--- config.mk ---
export PLATFORM = sky130hd
export DESIGN_NAME = stun_response_parser
export DESIGN_NICKNAME = d
export VERILOG_FILES = /design/src/stun_pkg.sv /design/src/stun_response_parser.sv
export SDC_FILE = /design/constraint.sdc
export NUM_CORES = 1
export LEC_CHECK = 0
export BUFFER_PORTS_ARGS = -buffer_cell sky130_fd_sc_hd__clkbuf_2
export CORE_MARGIN = 2
export CORE_UTILIZATION = 40
export CTS_CLUSTER_SIZE = 20
export DETAILED_ROUTE_END_ITERATION = 8
export PLACE_DENSITY = 0.67
export SYNTH_ARGS = -nofsm -noshare
export SYNTH_HDL_FRONTEND = slang
export SYNTH_SLANG_ARGS = --single-unit
--- constraint.sdc ---
create_clock -name clk -period 10.05 [get_ports clk]
set_clock_uncertainty 0.1 [all_clocks]
set_input_delay 1.005 -clock clk [delete_from_list [all_inputs] [get_ports clk]]
set_output_delay 1.005 -clock clk [all_outputs]
set_load 0.01 [all_outputs]
--- src/stun_pkg.sv ---
package stun_pkg;

	localparam logic [31:0] StunCookie    = 32'h2112A442;
	localparam logic [16:0] HdrBytes      = 17'd20;
	localparam logic [16:0] CountMax      = 17'h1FFFF;
	localparam logic [7:0]  FamilyV4      = 8'h01;

	localparam logic [15:0] AttrMapped     = 16'h0001;
	localparam logic [15:0] AttrXorMapped  = 16'h0020;
	localparam logic [15:0] AttrXorRelayed = 16'h0016;
	localparam logic [15:0] AttrLifetime   = 16'h000D;
	localparam logic [15:0] AttrError      = 16'h0009;

	localparam logic [1:0] CfgCheckTid = 2'd0;
	localparam logic [1:0] CfgTidHigh  = 2'd1;
	localparam logic [1:0] CfgTidLow   = 2'd2;

	typedef struct packed {
		logic [7:0] data_byte;
		logic       last_byte;
	} in_t;

	typedef struct packed {
		logic        parse_ok;
		logic [15:0] message_type;
		logic        mapped_valid;
		logic [31:0] mapped_ip;
		logic [15:0] mapped_port;
		logic        relayed_valid;
		logic [31:0] relayed_ip;
		logic [15:0] relayed_port;
		logic [31:0] lifetime_seconds;
		logic        error_valid;
		logic [15:0] error_code;
	} out_t;

	typedef struct packed {
		logic        mapped_valid;
		logic [31:0] mapped_ip;
		logic [15:0] mapped_port;
		logic        relayed_valid;
		logic [31:0] relayed_ip;
		logic [15:0] relayed_port;
		logic [31:0] lifetime_seconds;
		logic        error_valid;
		logic [15:0] error_code;
	} found_t;

endpackage

--- src/stun_response_parser.sv ---
// path from an accepted byte to its summary: input register, then result register
// throughput: one byte per cycle; a byte's whole update is one pass of logic on the input register
// a summary waits in the result register while the next datagram's bytes keep flowing in;
// only a final byte that finds the result register full and stalled holds the input
// reset: parser state, configuration and both valid flags clear at once; no warm-up pass
module stun_response_parser (
	input  logic               clk,
	input  logic               arst_n,
	input  logic               in_valid,
	output logic               in_stall,
	input  stun_pkg::in_t      in_data,
	output logic               out_valid,
	input  logic               out_stall,
	output stun_pkg::out_t     out_data,
	input  logic               cfg_we,
	input  logic [1:0]         cfg_index,
	input  logic [63:0]        cfg_data
);

	logic        check_tid_q;
	logic [31:0] tid_high_q;
	logic [63:0] tid_low_q;

	logic           valid_s1;
	stun_pkg::in_t  data_s1;
	logic           adv;

	logic [16:0]      byte_count_q, n_count;
	logic [15:0]      header_type_q, n_type;
	logic [15:0]      body_length_q, n_len;
	logic             header_fail_q, n_fail;
	logic             walk_stopped_q, n_stopped;
	logic [15:0]      attr_kind_q, n_kind;
	logic [15:0]      attr_size_q, n_size;
	logic [16:0]      attr_offset_q, n_offset;
	logic [63:0]      value_window_q, n_window;
	stun_pkg::found_t found_q, n_found;

	logic             out_valid_q;
	stun_pkg::out_t   out_data_q;
	stun_pkg::out_t   res;

	logic [7:0]  b;
	logic [16:0] off, k, v, padded;
	logic [95:0] tid_all;
	logic [7:0]  cookie_b, tid_b;
	logic [3:0]  tid_i;
	logic [15:0] port_x;
	logic [31:0] ip_x;
	logic        stop_now, ok;

	assign adv      = valid_s1 && (!data_s1.last_byte || !out_valid_q || !out_stall);
	assign in_stall = valid_s1 && !adv;
	assign b        = data_s1.data_byte;
	assign tid_all  = {tid_high_q, tid_low_q};

	always_comb begin
		n_count   = byte_count_q;
		n_type    = header_type_q;
		n_len     = body_length_q;
		n_fail    = header_fail_q;
		n_stopped = walk_stopped_q;
		n_kind    = attr_kind_q;
		n_size    = attr_size_q;
		n_offset  = attr_offset_q;
		n_window  = value_window_q;
		n_found   = found_q;
		stop_now  = 1'b0;
		port_x    = '0;
		ip_x      = '0;
		off       = byte_count_q - stun_pkg::HdrBytes;
		k         = off - attr_offset_q;
		v         = k - 17'd4;
		padded    = '0;
		cookie_b  = stun_pkg::StunCookie[8 * (3 - byte_count_q[1:0]) +: 8];
		tid_i     = 4'(byte_count_q - 17'd8);
		tid_b     = tid_all[8 * (11 - 32'(tid_i)) +: 8];

		if (byte_count_q < stun_pkg::HdrBytes) begin
			if (byte_count_q < 17'd2) begin
				n_type = {header_type_q[7:0], b};
			end else if (byte_count_q < 17'd4) begin
				n_len = {body_length_q[7:0], b};
			end else if (byte_count_q < 17'd8) begin
				if (b != cookie_b) n_fail = 1'b1;
			end else if (check_tid_q && b != tid_b) begin
				n_fail = 1'b1;
			end
		end else if (off < {1'b0, body_length_q}) begin
			if (!walk_stopped_q && off >= attr_offset_q) begin
				if (k == 17'd0 && ({1'b0, attr_offset_q} + 18'd4 > {2'b0, body_length_q})) begin
					n_stopped = 1'b1;
				end else if (k < 17'd2) begin
					n_kind = {attr_kind_q[7:0], b};
				end else begin
					if (k < 17'd4) begin
						n_size = {attr_size_q[7:0], b};
						if (k == 17'd3) begin
							n_window = '0;
							if ({1'b0, attr_offset_q} + 18'd4 + {2'b0, n_size}
									> {2'b0, body_length_q}) begin
								n_stopped = 1'b1;
								stop_now  = 1'b1;
							end
						end
					end else if (v < {1'b0, attr_size_q} && v < 17'd8) begin
						n_window = {value_window_q[55:0], b};
						if (v == 17'd3 && attr_size_q >= 16'd4) begin
							if (attr_kind_q == stun_pkg::AttrLifetime) begin
								n_found.lifetime_seconds = n_window[31:0];
							end else if (attr_kind_q == stun_pkg::AttrError) begin
								n_found.error_valid = 1'b1;
								n_found.error_code  = n_window[15:0];
							end
						end else if (v == 17'd7 && attr_size_q >= 16'd8
								&& n_window[55:48] == stun_pkg::FamilyV4) begin
							port_x = n_window[47:32];
							ip_x   = n_window[31:0];
							// only the plain mapped form skips the cookie mask
							if (attr_kind_q != stun_pkg::AttrMapped) begin
								port_x = port_x ^ stun_pkg::StunCookie[31:16];
								ip_x   = ip_x ^ stun_pkg::StunCookie;
							end
							if (attr_kind_q == stun_pkg::AttrXorRelayed) begin
								n_found.relayed_valid = 1'b1;
								n_found.relayed_ip    = ip_x;
								n_found.relayed_port  = port_x;
							end else if (attr_kind_q == stun_pkg::AttrMapped
									|| attr_kind_q == stun_pkg::AttrXorMapped) begin
								n_found.mapped_valid = 1'b1;
								n_found.mapped_ip    = ip_x;
								n_found.mapped_port  = port_x;
							end
						end
					end
					padded = ({1'b0, n_size} + 17'd3) & ~17'd3;
					// end of padded value: step to the next attribute
					if (!stop_now && k >= 17'd3 && k == 17'd3 + padded) begin
						n_offset = attr_offset_q + 17'd4 + padded;
						n_kind   = '0;
						n_size   = '0;
					end
				end
			end
		end

		if (byte_count_q != stun_pkg::CountMax) n_count = byte_count_q + 17'd1;

		ok = n_count >= stun_pkg::HdrBytes && !n_fail
			&& {1'b0, n_count} >= {1'b0, stun_pkg::HdrBytes} + {2'b0, n_len};
		res                  = '0;
		res.parse_ok         = ok;
		res.message_type     = (n_count >= stun_pkg::HdrBytes) ? n_type : 16'd0;
		if (ok) begin
			res.mapped_valid     = n_found.mapped_valid;
			res.mapped_ip        = n_found.mapped_ip;
			res.mapped_port      = n_found.mapped_port;
			res.relayed_valid    = n_found.relayed_valid;
			res.relayed_ip       = n_found.relayed_ip;
			res.relayed_port     = n_found.relayed_port;
			res.lifetime_seconds = n_found.lifetime_seconds;
			res.error_valid      = n_found.error_valid;
			res.error_code       = n_found.error_code;
		end
	end

	always_ff @(posedge clk or negedge arst_n) begin
		if (!arst_n) begin
			check_tid_q <= 1'b0;
			tid_high_q  <= '0;
			tid_low_q   <= '0;
		end else if (cfg_we) begin
			case (cfg_index)
				stun_pkg::CfgCheckTid: check_tid_q <= cfg_data[0];
				stun_pkg::CfgTidHigh:  tid_high_q  <= cfg_data[31:0];
				stun_pkg::CfgTidLow:   tid_low_q   <= cfg_data;
				default: ;
			endcase
		end
	end

	always_ff @(posedge clk or negedge arst_n) begin
		if (!arst_n) begin
			valid_s1 <= 1'b0;
		end else if (!in_stall) begin
			valid_s1 <= in_valid;
		end
	end

	always_ff @(posedge clk) begin
		if (!in_stall && in_valid) data_s1 <= in_data;
	end

	always_ff @(posedge clk or negedge arst_n) begin
		if (!arst_n) begin
			byte_count_q   <= '0;
			header_type_q  <= '0;
			body_length_q  <= '0;
			header_fail_q  <= 1'b0;
			walk_stopped_q <= 1'b0;
			attr_kind_q    <= '0;
			attr_size_q    <= '0;
			attr_offset_q  <= '0;
			value_window_q <= '0;
			found_q        <= '0;
		end else if (adv) begin
			if (data_s1.last_byte) begin
				// rearm for the next datagram
				byte_count_q   <= '0;
				header_type_q  <= '0;
				body_length_q  <= '0;
				header_fail_q  <= 1'b0;
				walk_stopped_q <= 1'b0;
				attr_kind_q    <= '0;
				attr_size_q    <= '0;
				attr_offset_q  <= '0;
				value_window_q <= '0;
				found_q        <= '0;
			end else begin
				byte_count_q   <= n_count;
				header_type_q  <= n_type;
				body_length_q  <= n_len;
				header_fail_q  <= n_fail;
				walk_stopped_q <= n_stopped;
				attr_kind_q    <= n_kind;
				attr_size_q    <= n_size;
				attr_offset_q  <= n_offset;
				value_window_q <= n_window;
				found_q        <= n_found;
			end
		end
	end

	always_ff @(posedge clk or negedge arst_n) begin
		if (!arst_n) begin
			out_valid_q <= 1'b0;
		end else if (adv && data_s1.last_byte) begin
			out_valid_q <= 1'b1;
		end else if (!out_stall) begin
			out_valid_q <= 1'b0;
		end
	end

	always_ff @(posedge clk) begin
		if (adv && data_s1.last_byte) out_data_q <= res;
	end

	assign out_valid = out_valid_q;
	assign out_data  = out_data_q;

endmodule

==> out/metrics.cfg <==
[layout]
nets = 3697
final_cell_mix = 676 x nand2_1, 391 x dfrtp_1, 244 x clkbuf_2
fin_util_pct = 46.0
drive_gt1_share_pct = 16.3
syn_to_final_growth_pct = 13.5
final_common_cell = nand2_1
postLayoutCellArea_um2 = 36400
finalNonFillerCells = 4570
antennaDiodeCount = 0

[hold_path]
hp-class = input port to async pin

[setup_path]
worstPathRequired_ps = 10470
critPathLaunchType = register
crit_start = byte_count_q[2]$_DFFE_PN0P_
setup.worst_path.end_class = register
worst-path-max-fanout = 49
crit_type = register to register
r2r_start = byte_count_q[2]$_DFFE_PN0P_
cp.arrival_ps = 9170

[yosys]
ys_top_cells_by_area = dfrtp_1 31%, edfxtp_1 16%, nand2_1 7.9%
synthesis.nets = 3572
seq_area_frac_synth_pct = 46.8
synth_area_um2 = 32100
ys.flop_type = dfrtp_1
synth.distinct_cells = 89
synth_warnings = 0
ys_async_sr_fraction_pct = 69.4
synth-edff-count = 173
yosysTopAreaCell = dfrtp_1
ys_seq_elements = 565
synth.avg_cell_area_um2 = 9.60
synth_top_area_share_pct = 30.6
syn_inst = 3341

[global_routing]
grt_overflow_total = 0
grt.total_usage_pct = 22.5
grt_pass1_vias = 24900
antenna_found_initial = 0
grt_max_degree = 171
grt_pass1_wl_um = 146000

[floorplan]
dieWidth_um = 287
die-area_um2 = 82500
num_io_pins = 246
dieHeight_um = 287
rows = 103
initial_core_util_pct = 40.5
coreArea_um2 = 79100

[power_and_ir_drop]
leakagePower_uw = 0.0149
ir_drop_uv = 156
power.density_nw_per_um2 = 175

[clocking]
cts_buffer_depth = 3
cts_sinks = 565
htreeDepth = 3
cts_buffers = 67
cts_setup_buffers = 0
root_buffer = clkbuf_16
clk_latency_ps = 640
ctsResizeCount = 0
tritoncts = yes
ctsHoldBuffers = 0
cts.clk_slew.worst_paths_ps = 60

[routing]
drtAntennaViolNets = 0
vias = 25800
wl_per_cell_um = 20.6
drt_iter0_drc = 2493
dr.pass1.iters = 7
via_per_inst = 5.65
drc = 0
postRouteWirelength_um = 94300

[sta]
worst_pin_slew_ps = 1260
fmax_ghz = 0.114
hold_viol_final = 0
slew-limit-headroom_pct = 16.0
post-route-min-period_ps = 8740
rsz0062_at_grt = false
drv_slew = 0
tns_ps = 0
setup_viol = 0
period_share_pct = 87.0

[status]
status = finished clean

[run]
maxCapViolations = 0

[place]
hpwlAfterDp_um = 62800
place_area_um2 = 34100
port_buffers = 245
gp_congestion = 0.942
dp.cells = 4447

==> synth_stat cells, drive strengths merged (35+ instances only) <==
master and count:
xnor2 104, nor2 105, buf 49, nand2 680, mux2 101, nor3 35
ha 150, a22o 36, xor2 46, a21oi 237, nor4 37, a21boi 149
o21ai 271, nand3 82, inv 103, clkbuf 183, dfrtp 392, edfxtp 173
==> flip-flops by register name, indices dropped and copies added (netlist names), 8 cells and up <==
name,flops
header_type_q,16
byte_count_q,17
out_data,164
found_q,147
attr_size_q,16
attr_kind_q,16
attr_offset_q,15
b,8
tid_high_q,32
value_window_q,48
tid_low_q,64
body_length_q,16
==> routing by layer <==
| layer | vias to the layer above | global-route usage, % | share of wire [%] |
|---|---|---|---|
| li1 | 12100 | - | - |
| met1 | 12600 | 31.0 | 44 |
| met2 | 901 | 35.5 | 46 |
| met3 | 187 | 4.24 | 6.8 |
| met4 | 0 | 8.29 | 3.5 |
| met5 | - | 0 | 0 |
==> through the flow <==
step | worst slack, ps | total power (µW) | hold slack (ps)
5_1_grt | 679 | 6670 | 294
4_1_cts | 1370 | 6430 | 265
3_5_place_dp | 1460 | 3890 | 370
6_report | 1310 | 6390 | 236
3_3_place_gp | 1590 | 3870 | 360
2_1_floorplan | 2650 | 3490 | 342
==> final timing paths <==
kind / endpoint / slack [ps] / depth (start not counted)
min in group clk: found_q[51]$_DFFE_PN0P_ / 380 / 2
worst min-delay path: tid_high_q[19]$_DFFE_PN0P_ / 240 / 1
worst min register to register: found_q[51]$_DFFE_PN0P_ / 380 / 2
max in group asynchronous: found_q[101]$_DFFE_PN0P_ / 8100 / 2
worst max-delay path: found_q[85]$_DFFE_PN0P_ / 1310 / 23
worst max register to register: found_q[85]$_DFFE_PN0P_ / 1310 / 23
==> layout make-up <==
cell class,instances,area (µm²)
inverters,104,395
clock inverters,40,469
repair buffers,288,1600
multi-input cells,2440,15800
fillers,7486,42700
clock buffers,83,1830
well taps,1050,1310
flip-flops and latches,565,15000
==> cell families after synthesis <==
family / Yosys count / share of synthesized area, %
multiplexers: 156 / 6.20
flip-flops: 565 / 46.8
buffers and inverters: 336 / 4.24
AND/OR/NAND/NOR: 1091 / 15.3
XOR/XNOR: 150 / 4.10
AO/OA/AOI/OAI: 890 / 17.5
adder cells (fa/ha/maj): 151 / 5.91
other: 2 / 0.0234
==> where the power goes <==
part           internal (µW)  total (µW)  switching, µW
clock network           1490        2530           1030
registers               2540        2710            172
logic                    437        1150            711
total                   4470        6390           1920
==> critical path, stage by stage, from the launching register on <==
cell	delay [ps]
dfrtp_1	660
inv_1	260
ha_1	280
nor2b_1	270
nor2_1	90
xor2_1	180
ha_1	520
nor2_1	90
a2111oi_2	400
o311ai_2	350
a221oi_1	450
o2111a_2	380
and2_1	340
nand3_1	140
xnor2_1	160
ha_1	310
a2111oi_0	390
nand4bb_1	150
or4_4	560
or4_2	1080
nor2_4	770
buf_4	390
a21boi_1	110
o21ai_1	140
No activity file was read; power rests on OpenSTA's default activity.
